==> src/swls_pkg.sv <==
// Shared constants and types for the sliding window latency statistics block.
package swls_pkg;

    localparam int WINDOW_DEPTH_DEF = 16;
    localparam int METRIC_SLOTS_DEF = 8;
    localparam int ORIGIN_SLOTS_DEF = 4;

    localparam logic [31:0] CPS_RESET = 32'd32768;
    localparam logic [19:0] US_PER_SEC = 20'd1000000;
    localparam int P95_NUM = 95;
    // Multiplying by 5243 and shifting right by 19 divides by 100 exactly over the rank range.
    localparam int P95_RECIP = 5243;
    localparam int P95_SHIFT = 19;
    localparam logic [31:0] P95_MUL = 32'(P95_NUM * P95_RECIP);

    localparam logic [1:0] MODE_REC_US  = 2'd0;
    localparam logic [1:0] MODE_REC_CYC = 2'd1;
    localparam logic [1:0] MODE_QUERY   = 2'd2;

    localparam logic [0:0] REG_CPS = 1'b0;

    typedef struct packed {
        logic        go;
        logic [63:0] dividend;
        logic [63:0] divisor;
    } div_req_t;

    typedef struct packed {
        logic        done;
        logic [63:0] quotient;
    } div_rsp_t;

endpackage

==> src/swls_div.sv <==
// Sequential restoring divider, one quotient bit per cycle.
module swls_div (
    input  logic                clk,
    input  logic                rst_n,
    input  swls_pkg::div_req_t  req,
    output swls_pkg::div_rsp_t  rsp
);

    logic [63:0] quo_reg;
    logic [63:0] quo_next;
    logic [64:0] rem_reg;
    logic [64:0] rem_next;
    logic [63:0] den_reg;
    logic [6:0]  cnt_reg;
    logic [6:0]  cnt_next;
    logic        busy_reg;
    logic        busy_next;
    logic        done_reg;
    logic        done_next;
    logic [64:0] shifted;
    logic [64:0] diff;

    assign shifted = {rem_reg[63:0], quo_reg[63]};
    assign diff    = shifted - {1'b0, den_reg};

    always_comb
    begin
        quo_next  = quo_reg;
        rem_next  = rem_reg;
        cnt_next  = cnt_reg;
        busy_next = busy_reg;
        done_next = 1'b0;
        if (req.go)
        begin
            quo_next  = req.dividend;
            rem_next  = '0;
            cnt_next  = 7'd64;
            busy_next = 1'b1;
        end
        else if (busy_reg)
        begin
            if (!diff[64])
            begin
                rem_next = diff;
                quo_next = {quo_reg[62:0], 1'b1};
            end
            else
            begin
                rem_next = shifted;
                quo_next = {quo_reg[62:0], 1'b0};
            end
            cnt_next = cnt_reg - 7'd1;
            if (cnt_reg == 7'd1)
            begin
                busy_next = 1'b0;
                done_next = 1'b1;
            end
        end
    end

    always_ff @(posedge clk or negedge rst_n)
    begin
        if (!rst_n)
        begin
            cnt_reg  <= '0;
            busy_reg <= 1'b0;
            done_reg <= 1'b0;
        end
        else
        begin
            cnt_reg  <= cnt_next;
            busy_reg <= busy_next;
            done_reg <= done_next;
        end
    end

    always_ff @(posedge clk)
    begin
        quo_reg <= quo_next;
        rem_reg <= rem_next;
        if (req.go)
        begin
            den_reg <= req.divisor;
        end
    end

    assign rsp.done     = done_reg;
    assign rsp.quotient = quo_reg;

endmodule

==> config.mk <==
export PLATFORM = sky130hd
export DESIGN_NAME = swls_div
export DESIGN_NICKNAME = d
export VERILOG_FILES = /design/src/swls_pkg.sv /design/src/swls_div.sv
export SDC_FILE = /design/constraint.sdc
export NUM_CORES = 1
export LEC_CHECK = 0
export BUFFER_PORTS_ARGS = -buffer_cell sky130_fd_sc_hd__buf_2
export CAP_MARGIN = 5
export CORE_MARGIN = 2
export CORE_UTILIZATION = 50
export CTS_CLUSTER_DIAMETER = 40
export DETAILED_ROUTE_END_ITERATION = 16
export MAX_ROUTING_LAYER = met4
export PLACE_DENSITY = 0.72
export SYNTH_ARGS = -nofsm -noshare
export SYNTH_HDL_FRONTEND = slang
export SYNTH_SLANG_ARGS = --single-unit
==> constraint.sdc <==
create_clock -name clk -period 4.5 [get_ports clk]
set_clock_uncertainty 0.15 [all_clocks]
set_input_delay 0.9 -clock clk [delete_from_list [all_inputs] [get_ports clk]]
set_output_delay 0.9 -clock clk [all_outputs]
set_load 0.01 [all_outputs]
# After elaboration in Yosys (flattened, before gate mapping)

Cells that the tools add are included.

Add/sub/neg operators: 2
Eq/ne operators: 1
Mux-type cells: 12
Reduce and logical (&&, ||, !) cells: 1

Operators by type and width:

| cell                  | number |
|---|---|
| $mux W64              | 3 |
| $sub A65 B64 Y65      | 1 |
| $mux W7               | 2 |
| $eq A7 B1 Y1 const B  | 1 |
| $mux W1               | 7 |
| $sub A7 B1 Y7 const B | 1 |
| $reduce_bool A2 Y1    | 1 |

Register bits after elaboration: 201
Bits of input ports: 131
Output and inout bits: 65
Logic and storage cells: 22

# Logic depth before layout (Yosys ltp)

Gate-level depths: netlist of the first run.

Depth after elaboration: 4
Mapped depth: 16
Depth with buffers taken out: 13

# Worst setup path after synthesis of the first run

No wires, ideal clock.

Path kind: reg2reg
Start: register quo_reg[63]
End: register rem_reg[25]
Library setup time: 0.126 ns
Arrival: 3.407 ns
Required time: 4.224 ns
Path slack: 0.817 ns
Stages on the path, launching flop included: 17
Cells stage by stage: edfxtp_1 inv_1 ha_1 fa_1 nand2b_1 a21oi_2 o2111ai_2 a2111oi_4 o21ai_4 a2111oi_4 or3_1 buf_4 nand2_1 buf_2 buf_2 a41oi_1 o21ai_0

Word-level cells in the longest chain between the ends: 2

Ends and longest elaborated chain:

| item                   | RTL line       | RTL |
|---|---|---|
| from (decl)            | swls_div.sv:9  | `logic [63:0] quo_reg;` |
| from (signal assigned) | swls_div.sv:79 | `quo_reg <= quo_next;` |
| $sub A65 B64 Y65       | swls_div.sv:24 | `assign diff = shifted - {1'b0, den_reg};` |
| $mux W64               | swls_div.sv:42 | `if (!diff[64])` |
| to (signal assigned)   | swls_div.sv:80 | `rem_reg <= rem_next;` |
| to (decl)              | swls_div.sv:11 | `logic [64:0] rem_reg;` |

No other way between the ends.
A chain may end at the register's enable or synchronous reset.

# Worst setup path in the final report of the first run

Start: register quo_reg[63]
End: register rem_reg[23]

Same word-level chain as after synthesis.

==> out/qor.yml, run 1 <==
yosys:
  ys.flop_type: "edfxtp_1"
  async_flop_share_pct: 4.48
  yosysSeqAreaShare_pct: 44.4
  synthDistinctLibCells: 67
  syn_nets: 1467
  ys_ff_latch: 201
  syn_avg_cell_area_um2: 9.50
  synth_enable_flop_cells: 128
  ys_warn_count: 0
  synthCells: 1269
  synthesis.area_mm2: 0.0121
finish:
  final_cells: 1786
  syn2layout_area_growth_pct: 19.1
  layout_common_cells: "194 x buf_2, 154 x nand2_1, 128 x edfxtp_1"
  nets: 1639
  drive_above_1_share_pct: 23.1
  final_common_cell: "buf_2"
  fillers: 2064
timing:
  hold_viol_final: 0
  min_period_over_period_pct: 93.3
  tightest_slew_ns: 0.818
  slew_headroom_pct: 45.5
  timing.final.ws_setup_ns: 0.300
  drv_slew: 0
  rsz0062_at_grt: "false"
  tns_ns: 0
  setup_viol: 0
  max_clock_freq_ghz: 0.238
  fin_crit_ns: 4.20
power:
  seq_power_share_pct: 29.7
  p_int_w: 0.00559
  pwr-share-comb_pct: 43.2
  p_sw_w: 0.00367
  peakVddDrop_uv: 369
  p_per_area_mw_per_mm2: 645
  power.share.switching_pct: 39.6
  clkPwrFrac_pct: 27.1
  leakagePower_nw: 6.12
route:
  via_count: 10200
  first_pass_iters: 5
  route.detailed.drc: 0
  via_per_inst: 5.71
  routed_wirelength_mm: 30.2
  drt_iter0_markers: 661
  wl_per_cell_um: 16.9
  ant_nets: 0
place:
  post-dp-hpwl_mm: 21.7
  dp.cells: 1724
  port_buffers: 195
  gp_congestion: 0.946
  post-place-ws_ns: 0.348
clocking:
  htree_levels: 2
  cts.clk_slew.worst_paths_ns: 0.05
  cts_tree: "done"
  cts_resized: 0
  postCtsSetupBuffers: 0
  cts-hold-fix-buffers: 0
  clock_sinks: 201
  clockBufferDepth: 3
  cts_root_buffer: "clkbuf_16"
  cts_made_buffers: 34
  insertion_delay_ns: 0.51
global_routing:
  grt_pass1_wl_mm: 49.6
  grt_usage_pct: 24.2
  antenna_found_initial: 1
  grt_max_degree: 150
  gr-total-overflow: 0
  first_global_vias: 10100
floorplan:
  die_x_um: 159
  die_area_mm2: 0.0254
  core_area_mm2: 0.0235
  die_height_um: 159
  io_pins: 196
  num_rows: 56
  initial_core_util_pct: 51.2
min_path:
  hold_path_class: "in2async"
worst_setup_path:
  timing_worst_setup_path_type: "reg2reg"
  worst_setup_path_start_kind: "flip-flop"
  cp.arrival_ns: 4.45
  cp.required_ns: 4.75
  worstPathMaxFanout: 30
  end_kind: "flip-flop"
run_status:
  status: "finished clean"
run:
  maxCapViolCount: 0
cell families (layout without fill, tap and decap cells):
group / count (synthesis) / after routing / synth area share (%)
AOI/OAI and AO/OA: 320 / 320 / 18.2
xor gates and xnor gates: 56 / 56 / 4.07
adders and majority gates: 67 / 67 / 7.01
buffers and inverters: 161 / 358 / 5.51
DFF: 201 / 201 / 44.4
muxes: 69 / 69 / 6.38
other: 0 / 1 / 0
and+or+nand+nor: 395 / 395 / 14.5
critical path: stages (launching register included):
cell,delay (ns)
edfxtp_1,0.39
inv_1,0.06
ha_1,0.22
fa_1,0.38
nand2b_1,0.19
a21oi_2,0.22
o2111ai_2,0.24
a2111oi_4,0.45
o21ai_4,0.14
a2111oi_4,0.38
or3_1,0.27
and2_2,0.22
buf_4,0.34
o211ai_1,0.15
a311oi_1,0.27
power by group through the flow:
stage	Clock [W]	Combinational [W]	Sequential, W
floorplan	0	0.00306	0.00271
global placement	0	0.00387	0.00277
detailed placement	0	0.00393	0.00277
CTS	0.00255	0.00396	0.00275
global route	0.00262	0.00445	0.00281
finish	0.00250	0.00400	0.00275
cell usage after synthesis, types with 7 or more instances:
cell type	n	area, um2
o21bai_1	15	113
nand2_1	155	582
edfxtp_1	128	3840
nand3_1	19	95.1
a311oi_1	47	412
a21oi_1	93	465
nand4_1	21	131
nor3_1	21	105
mux2_2	63	709
o21ai_0	57	285
xor2_1	23	201
nor2b_1	9	56.3
nor2_1	121	454
clkbuf_1	52	195
dfxtp_1	64	1280
a211oi_1	9	67.6
ha_1	66	826
o21a_1	9	67.6
a31oi_1	9	56.3
inv_1	91	342
dfrtp_1	9	225
nand2b_1	13	81.3
a21o_1	17	128
xnor2_1	33	289
buf_4	7	52.6
final cells by class:
cell class | count | area (um2) | area share, %
Clock inverter | 20 | 203 | 1.41
Timing Repair Buffer | 206 | 1090 | 7.59
Tap cell | 319 | 399 | 2.78
Sequential cell | 201 | 5350 | 37.3
Clock buffer | 41 | 918 | 6.40
Inverter | 91 | 342 | 2.38
Antenna cell | 1 | 2.50 | 0.0174
Multi-Input combinational cell | 907 | 6050 | 42.1
final timing paths:
kind                        startpoint           to  slack [ns]  cells after the start
max reg2reg                quo_reg[63]  rem_reg[23]        0.30                     14
min                              rst_n   cnt_reg[5]        0.09                      1
max in group asynchronous        rst_n     busy_reg        3.91                      1
max                        quo_reg[63]  rem_reg[23]        0.30                     14
min in group clk           rem_reg[11]  rem_reg[12]        0.35                      2
min reg2reg                rem_reg[11]  rem_reg[12]        0.35                      2
per-stage QoR:
stage                     util, %  area [um2]  hold WS (ns)  power (W)
final                        61.0       14400        0.0858    0.00926
after global routing         61.0       14400        0.0871    0.00988
after CTS                    61.0       14400        0.0772    0.00926
after detailed placement     56.2       13200         0.339    0.00671
after global placement       56.2       13200         0.329    0.00665
after floorplan                 -       12100         0.317    0.00577
per-layer routing:
layer	track usage (%)	share of wire, %
met5	-	0
met4	7.52	2.7
met3	5.26	7.5
met2	39.2	46
met1	30.4	44
Note: power is estimated with default switching activity, not from simulation.
==> run 2, diff against run 1 <==
Settings changed: GPL_TIMING_DRIVEN set to 0, PLACE_DENSITY 0.72 to 0.77.
==> run 2 against run 1 <==
Against the previous run: register-to-register slack got worse by 0.15 ns; largest cell class unchanged; sequential power barely moved; combinational power increased by 6.3%; worst setup slack worse by 0.15 ns; maximum frequency fell by 3.5%; first-iteration DRC count down 4.2%; flip-flop and latch count did not move.
==> out/qor.yml, run 2 (synthesis gave the netlist of run 1 again) <==
clocking:
  insertion_delay_ns: 0.55  # +0.04 ns
  htree_levels: 1  # -1
  clock_sinks: 201  # unchanged
  cts_root_buffer: "clkbuf_16"
  cts_tree: "done"
  cts-hold-fix-buffers: 0  # unchanged
  cts_made_buffers: 30  # -12%
  cts.clk_slew.worst_paths_ns: 0.06  # about the same
  clockBufferDepth: 3  # unchanged
worst_setup_path:
  worst_setup_path_start_kind: "flip-flop"
  critical_path.slowest_cell: "a2111oi_4"
  cp_cell_sequence: "inv_1 -> ha_1 -> fa_1 -> nand2b_2 -> a21oi_4 -> o2111ai_4 -> a2111oi_4 -> o21ai_4 -> a2111oi_4 -> or3_1 -> buf_4 -> nand2_1 -> buf_4 -> clkbuf_4 -> a41oi_1 -> o21ai_0"
  rrSetupSlack_ns: 0.15  # -0.15 ns
  r2r-start: "quo_reg[63]"
  cp.arrival_ns: 4.62  # +0.17 ns
  cp_top_family: "compound AO/OA/AOI/OAI gates"
  end_kind: "flip-flop"
  worstPathMaxFanout: 10  # -67%
  cpPeakStageDelay_ns: 0.49  # +0.04 ns
  timing_worst_setup_path_type: "reg2reg"
  cp.required_ns: 4.77  # +0.02 ns
  r2r_cells: 16  # +2
  crit_start: "quo_reg[63]"
  worst-path-buf-inv: 4  # +2
  rr_endpoint: "rem_reg[63]"
timing:
  max_clock_freq_ghz: 0.230  # -3.5%
  hold_slack_ns: 0.0514  # -0.0344 ns
  tightest_slew_ns: 0.860  # +0.0421 ns
  setup_viol: 0  # unchanged
  rsz0062_at_grt: "false"
  hold_viol_final: 0  # unchanged
  tns_ns: 0  # unchanged
  fin_crit_ns: 4.35  # +0.153 ns
  drv_slew: 0  # unchanged
  slew_headroom_pct: 42.7  # -2.8 points
  min_period_over_period_pct: 96.7  # +3.4 points
route:
  top_layer: "met4"
  ant_nets: 0  # unchanged
  route.detailed.drc: 0  # unchanged
  routed_wirelength_mm: 33.1  # +9.7%
  dr_wl_met2_mm: 15.9  # +15%
  via_per_inst: 5.71  # -0.11%
  wl_per_cell_um: 18.0  # +6.4%
  first_pass_iters: 5  # unchanged
  drt_iter0_markers: 633  # -4.2%
  wl_met1_mm: 14.0  # +5.0%
  via_count: 10500  # +3.0%
  met3_length_mm: 2.32  # +2.3%
power:
  pwr-share-comb_pct: 45.2  # +2.0 points
  leakagePower_nw: 6.19  # +1.2%
  clkPwrFrac_pct: 25.6  # -1.5 points
  peakVddDrop_uv: 319  # -13%
  p_sw_w: 0.00381  # +4.0%
  seq_power_share_pct: 29.1  # -0.6 points
  p_int_w: 0.00558  # -0.19%
  power.share.switching_pct: 40.6  # +1.0 points
  total_power_w: 0.00940  # +1.5%
  p_per_area_mw_per_mm2: 645  # about the same
floorplan:
  num_rows: 56  # unchanged
  initial_core_util_pct: 51.2  # unchanged
  io_pins: 196  # unchanged
  die_x_um: 159  # unchanged
  die_height_um: 159  # unchanged
  core_area_mm2: 0.0235  # unchanged
  die_area_mm2: 0.0254  # unchanged
finish:
  drive_above_1_share_pct: 22.6  # -0.52 points
  post-route-util_pct: 61.9  # +0.91 points
  multi_input_area_mm2: 0.00607  # +0.35%
  stdcell_area_mm2: 0.0146  # +1.5%
  final_common_cell: "buf_2"
  fillers: 2034  # -1.5%
  nets: 1696  # +3.5%
  layout_common_cells: "195 x buf_2, 155 x nand2_1, 128 x edfxtp_1"
  regArea_mm2: 0.00535  # about the same
  syn2layout_area_growth_pct: 20.8
global_routing:
  grt_max_degree: 67  # -55%
  grt_usage_pct: 26.3  # +2.1 points
  grt_pass1_wl_mm: 52.4  # +5.8%
  gr-total-overflow: 0  # unchanged
  antenna_found_initial: 1  # unchanged
  first_global_vias: 10400  # +3.6%
run_status:
  status: "finished clean"
min_path:
  hold_path_class: "in2async"
place:
  port_buffers: 195  # unchanged
  post-dp-hpwl_mm: 24.9  # +15%
  dpl-instance-area_mm2: 0.0135  # +1.7%
  gp_congestion: 0.955  # +0.89%
run:
  maxCapViolCount: 0  # unchanged
-- run 2: layout make-up --
type	count	share of cell area, %
multi-input cells	907	41.6
plain buffers	70	2.33
well taps	319	2.74
clock buffers	34	5.39
flip-flops and latches	201	36.7
inverters	91	2.34
clock inverters	22	1.91
repair buffers	197	6.90
diodes	1	0.0172
-- run 2: what timing repair did --
item	in CTS	in global routing
setup buffers	0	1
endpoints found under the hold margin	0	0
resized for setup	1	11
setup endpoints to repair	6	50
pin swaps	0	2
-- run 2: per-layer routing --
layer | up-vias | track usage (%)
met2 | 410 | 44.0
met3 | 67 | 4.64
met5 | - | -
li1 | 5081 | -
met1 | 4956 | 32.3
met4 | 0 | 8.72
-- run 2: how the worst max path moves through the flow --
| stage | endpoint | depth (start not counted) | slack (ns) |
|---|---|---|---|
| global route | rem_reg[63] | 16 | 0.009 |
| global placement | quo_reg[44] | 4 | -0.33 |
| finish | rem_reg[63] | 16 | 0.15 |
| CTS | quo_reg[0] | 14 | 0.004 |
| floorplan | rem_reg[25] | 16 | 0.82 |
| detailed placement | rem_reg[51] | 15 | 0.003 |
-- run 2: power by group through the flow --
stage	clock network (W)	logic, W	registers [W]
2_1_floorplan	0	0.00306	0.00271
3_3_place_gp	0	0.00406	0.00275
3_5_place_dp	0	0.00413	0.00276
4_1_cts	0.00245	0.00415	0.00273
5_1_grt	0.00252	0.00470	0.00279
6_report	0.00241	0.00425	0.00273
-- run 2: through the flow --
step / instances / setup slack [ns]
floorplan: 1269 / 0.817
detailed placement: 1784 / 0.00271
global route: 1842 / 0.00855
finish: 1842 / 0.147
global placement: 1783 / -0.326
CTS: 1840 / 0.00371
==> run 3, diff against run 2 <==
Settings changed: PLACE_DENSITY 0.77 to 0.73, RECOVER_POWER set to 100.
==> run 3 against run 2 <==
Against the previous run: the run now ends with max-capacitance violations, max-slew violations left; clock power increased by 5%; critical endpoint is now rem_reg[59]; non-clock buffer count decreased by 2; wire length decreased by 1.4%; via count decreased by 1.1%; combinational power decreased by 1%; design area decreased by 0.48%; sequential power about the same; largest cell class unchanged.
==> out/qor.yml, run 3 (synthesis gave the netlist of run 1 again) <==
run_status:
  status: "complete, but fails checks"
  violations: "max-capacitance violations, max-slew violations"
clocking:
  postCtsSetupBuffers: 0  # unchanged
  cts.clk_slew.worst_paths_ns: 0.06  # about the same
  clock_sinks: 201  # unchanged
  cts_root_buffer: "clkbuf_16"
  clockBufferDepth: 3  # unchanged
  cts_made_buffers: 31  # +3.3%
  insertion_delay_ns: 0.57  # +0.02 ns
  cts_tree: "done"
  htree_levels: 1  # unchanged
  cts-hold-fix-buffers: 0  # unchanged
floorplan:
  die_height_um: 159  # unchanged
  num_rows: 56  # unchanged
  core_area_mm2: 0.0235  # unchanged
  die_area_mm2: 0.0254  # unchanged
  io_pins: 196  # unchanged
  die_x_um: 159  # unchanged
  initial_core_util_pct: 51.2  # unchanged
place:
  gp_congestion: 0.984  # +3.1%
  post-dp-hpwl_mm: 24.1  # -2.9%
  dp.cells: 1783  # -0.056%
  port_buffers: 195  # unchanged
  post-place-ws_ns: 0.0513  # +0.0486 ns
timing:
  tightest_slew_ns: 1.69  # +0.835 ns
  hold_viol_final: 0  # unchanged
  rsz0062_at_grt: "false"
  slew_headroom_pct: -13.0  # -56 points
  max_clock_freq_ghz: 0.234  # +1.9%
  fin_crit_ns: 4.27  # -0.0802 ns
  setup_viol: 0  # unchanged
  drv_slew: 67  # +67
  hold_slack_ns: 0.147  # +0.0954 ns
  min_period_over_period_pct: 95.0  # -1.8 points
  timing.final.ws_setup_ns: 0.227  # +0.0802 ns
global_routing:
  first_global_vias: 10300  # -1.4%
  gr-total-overflow: 0  # unchanged
  antenna_found_initial: 1  # unchanged
  grt_max_degree: 67  # unchanged
  grt_usage_pct: 26.4  # +0.091 points
  grt_pass1_wl_mm: 53.0  # +1.1%
finish:
  syn2layout_area_growth_pct: 20.3
  post-route-util_pct: 61.6  # -0.30 points
  drive_above_1_share_pct: 17.8  # -4.8 points
  nets: 1695  # -0.059%
  layout_common_cells: "155 x nand2_1, 128 x edfxtp_1, 127 x buf_2"
  final_common_cell: "nand2_1"
  final_cells: 1842  # unchanged
worst_setup_path:
  end_kind: "flip-flop"
  cp.arrival_ns: 4.58  # -0.04 ns
  timing_worst_setup_path_type: "reg2reg"
  cp.required_ns: 4.81  # +0.04 ns
  worst_setup_path_start_kind: "flip-flop"
  worstPathMaxFanout: 7  # -3
route:
  route.detailed.drc: 0  # unchanged
  drt_iter0_markers: 668  # +5.5%
  via_count: 10400  # -1.1%
  wl_per_cell_um: 17.7  # -1.4%
  via_per_inst: 5.65  # -1.1%
  routed_wirelength_mm: 32.7  # -1.4%
  first_pass_iters: 5  # unchanged
  ant_nets: 0  # unchanged
power:
  leakagePower_nw: 6.01  # -2.9%
  clkPwrFrac_pct: 26.7  # +1.1 points
  p_sw_w: 0.00381  # about the same
  power.share.switching_pct: 40.4  # -0.24 points
  pwr-share-comb_pct: 44.3  # -0.9 points
  seq_power_share_pct: 28.9  # -0.2 points
  peakVddDrop_uv: 419  # +31%
  p_int_w: 0.00564  # +1.0%
  p_per_area_mw_per_mm2: 652  # +1.1%
run:
  maxCapViolCount: 1  # +1
min_path:
  hold_path_class: "in2async"
==> run 3: per-layer routing <==
metal	vias to the layer above	global-route usage, %	routed length [um]
li1	5082	-	-
met1	4840	33.3	13800
met2	415	43.2	15300
met3	65	5.03	2550
met4	0	8.02	985
met5	-	-	0
==> run 3: worst paths after layout <==
kind                                   from          end  slack (ns)  depth (start not counted)
worst min-delay path                  rst_n     busy_reg        0.15                          1
min in group clk                rem_reg[20]  rem_reg[21]        0.35                          2
worst max-delay path             den_reg[1]  rem_reg[59]        0.23                         12
worst max register to register   den_reg[1]  rem_reg[59]        0.23                         12
max in group asynchronous             rst_n   cnt_reg[6]        3.68                          1
worst min register to register  rem_reg[20]  rem_reg[21]        0.35                          2
==> run 3: critical path, stage by stage (launching register included) <==
cell,delay [ns]
edfxtp_1,0.39
inv_1,0.06
ha_1,0.26
nor2b_1,0.18
o2111ai_1,0.19
a21oi_1,0.24
o21ai_0,0.25
o211ai_1,0.71
a31oi_1,0.35
o31ai_1,0.64
a21oi_1,0.20
or4_1,0.43
o311ai_1,0.10
==> run 3: layout make-up <==
| cell class | instances | area [um2] |
|---|---|---|
| antenna | 1 | 2.50 |
| buffer | 70 | 339 |
| clock buffer | 36 | 805 |
| clock inverter | 22 | 304 |
| fill | 2102 | 9040 |
| inverter | 91 | 342 |
| multi-input combinational | 907 | 6070 |
| sequential | 201 | 5350 |
| tap | 319 | 399 |
| timing repair buffer | 195 | 891 |
==> run 3: timing repair <==
item / CTS / global route
endpoints found under the hold margin: 0 / 0
resized for setup: 1 / 8
pin swaps: 0 / 1
setup endpoints to repair: 2 / 50
==> run 3: per-stage QoR <==
stage	cell area, um2	setup TNS, ns	total power, W
after floorplan	12100	0	0.00577
after global placement	13400	-20.98	0.00680
after detailed placement	13400	0	0.00686
after CTS	14500	0	0.00944
after global routing	14500	0	0.0101
final	14500	0	0.00945
==> run 3: power by group through the flow <==
stage               logic, W  registers (W)  clock network, W
floorplan            0.00306        0.00271                 0
global placement     0.00406        0.00275                 0
detailed placement   0.00411        0.00275                 0
CTS                  0.00414        0.00273           0.00257
global route         0.00465        0.00279           0.00264
finish               0.00419        0.00274           0.00252
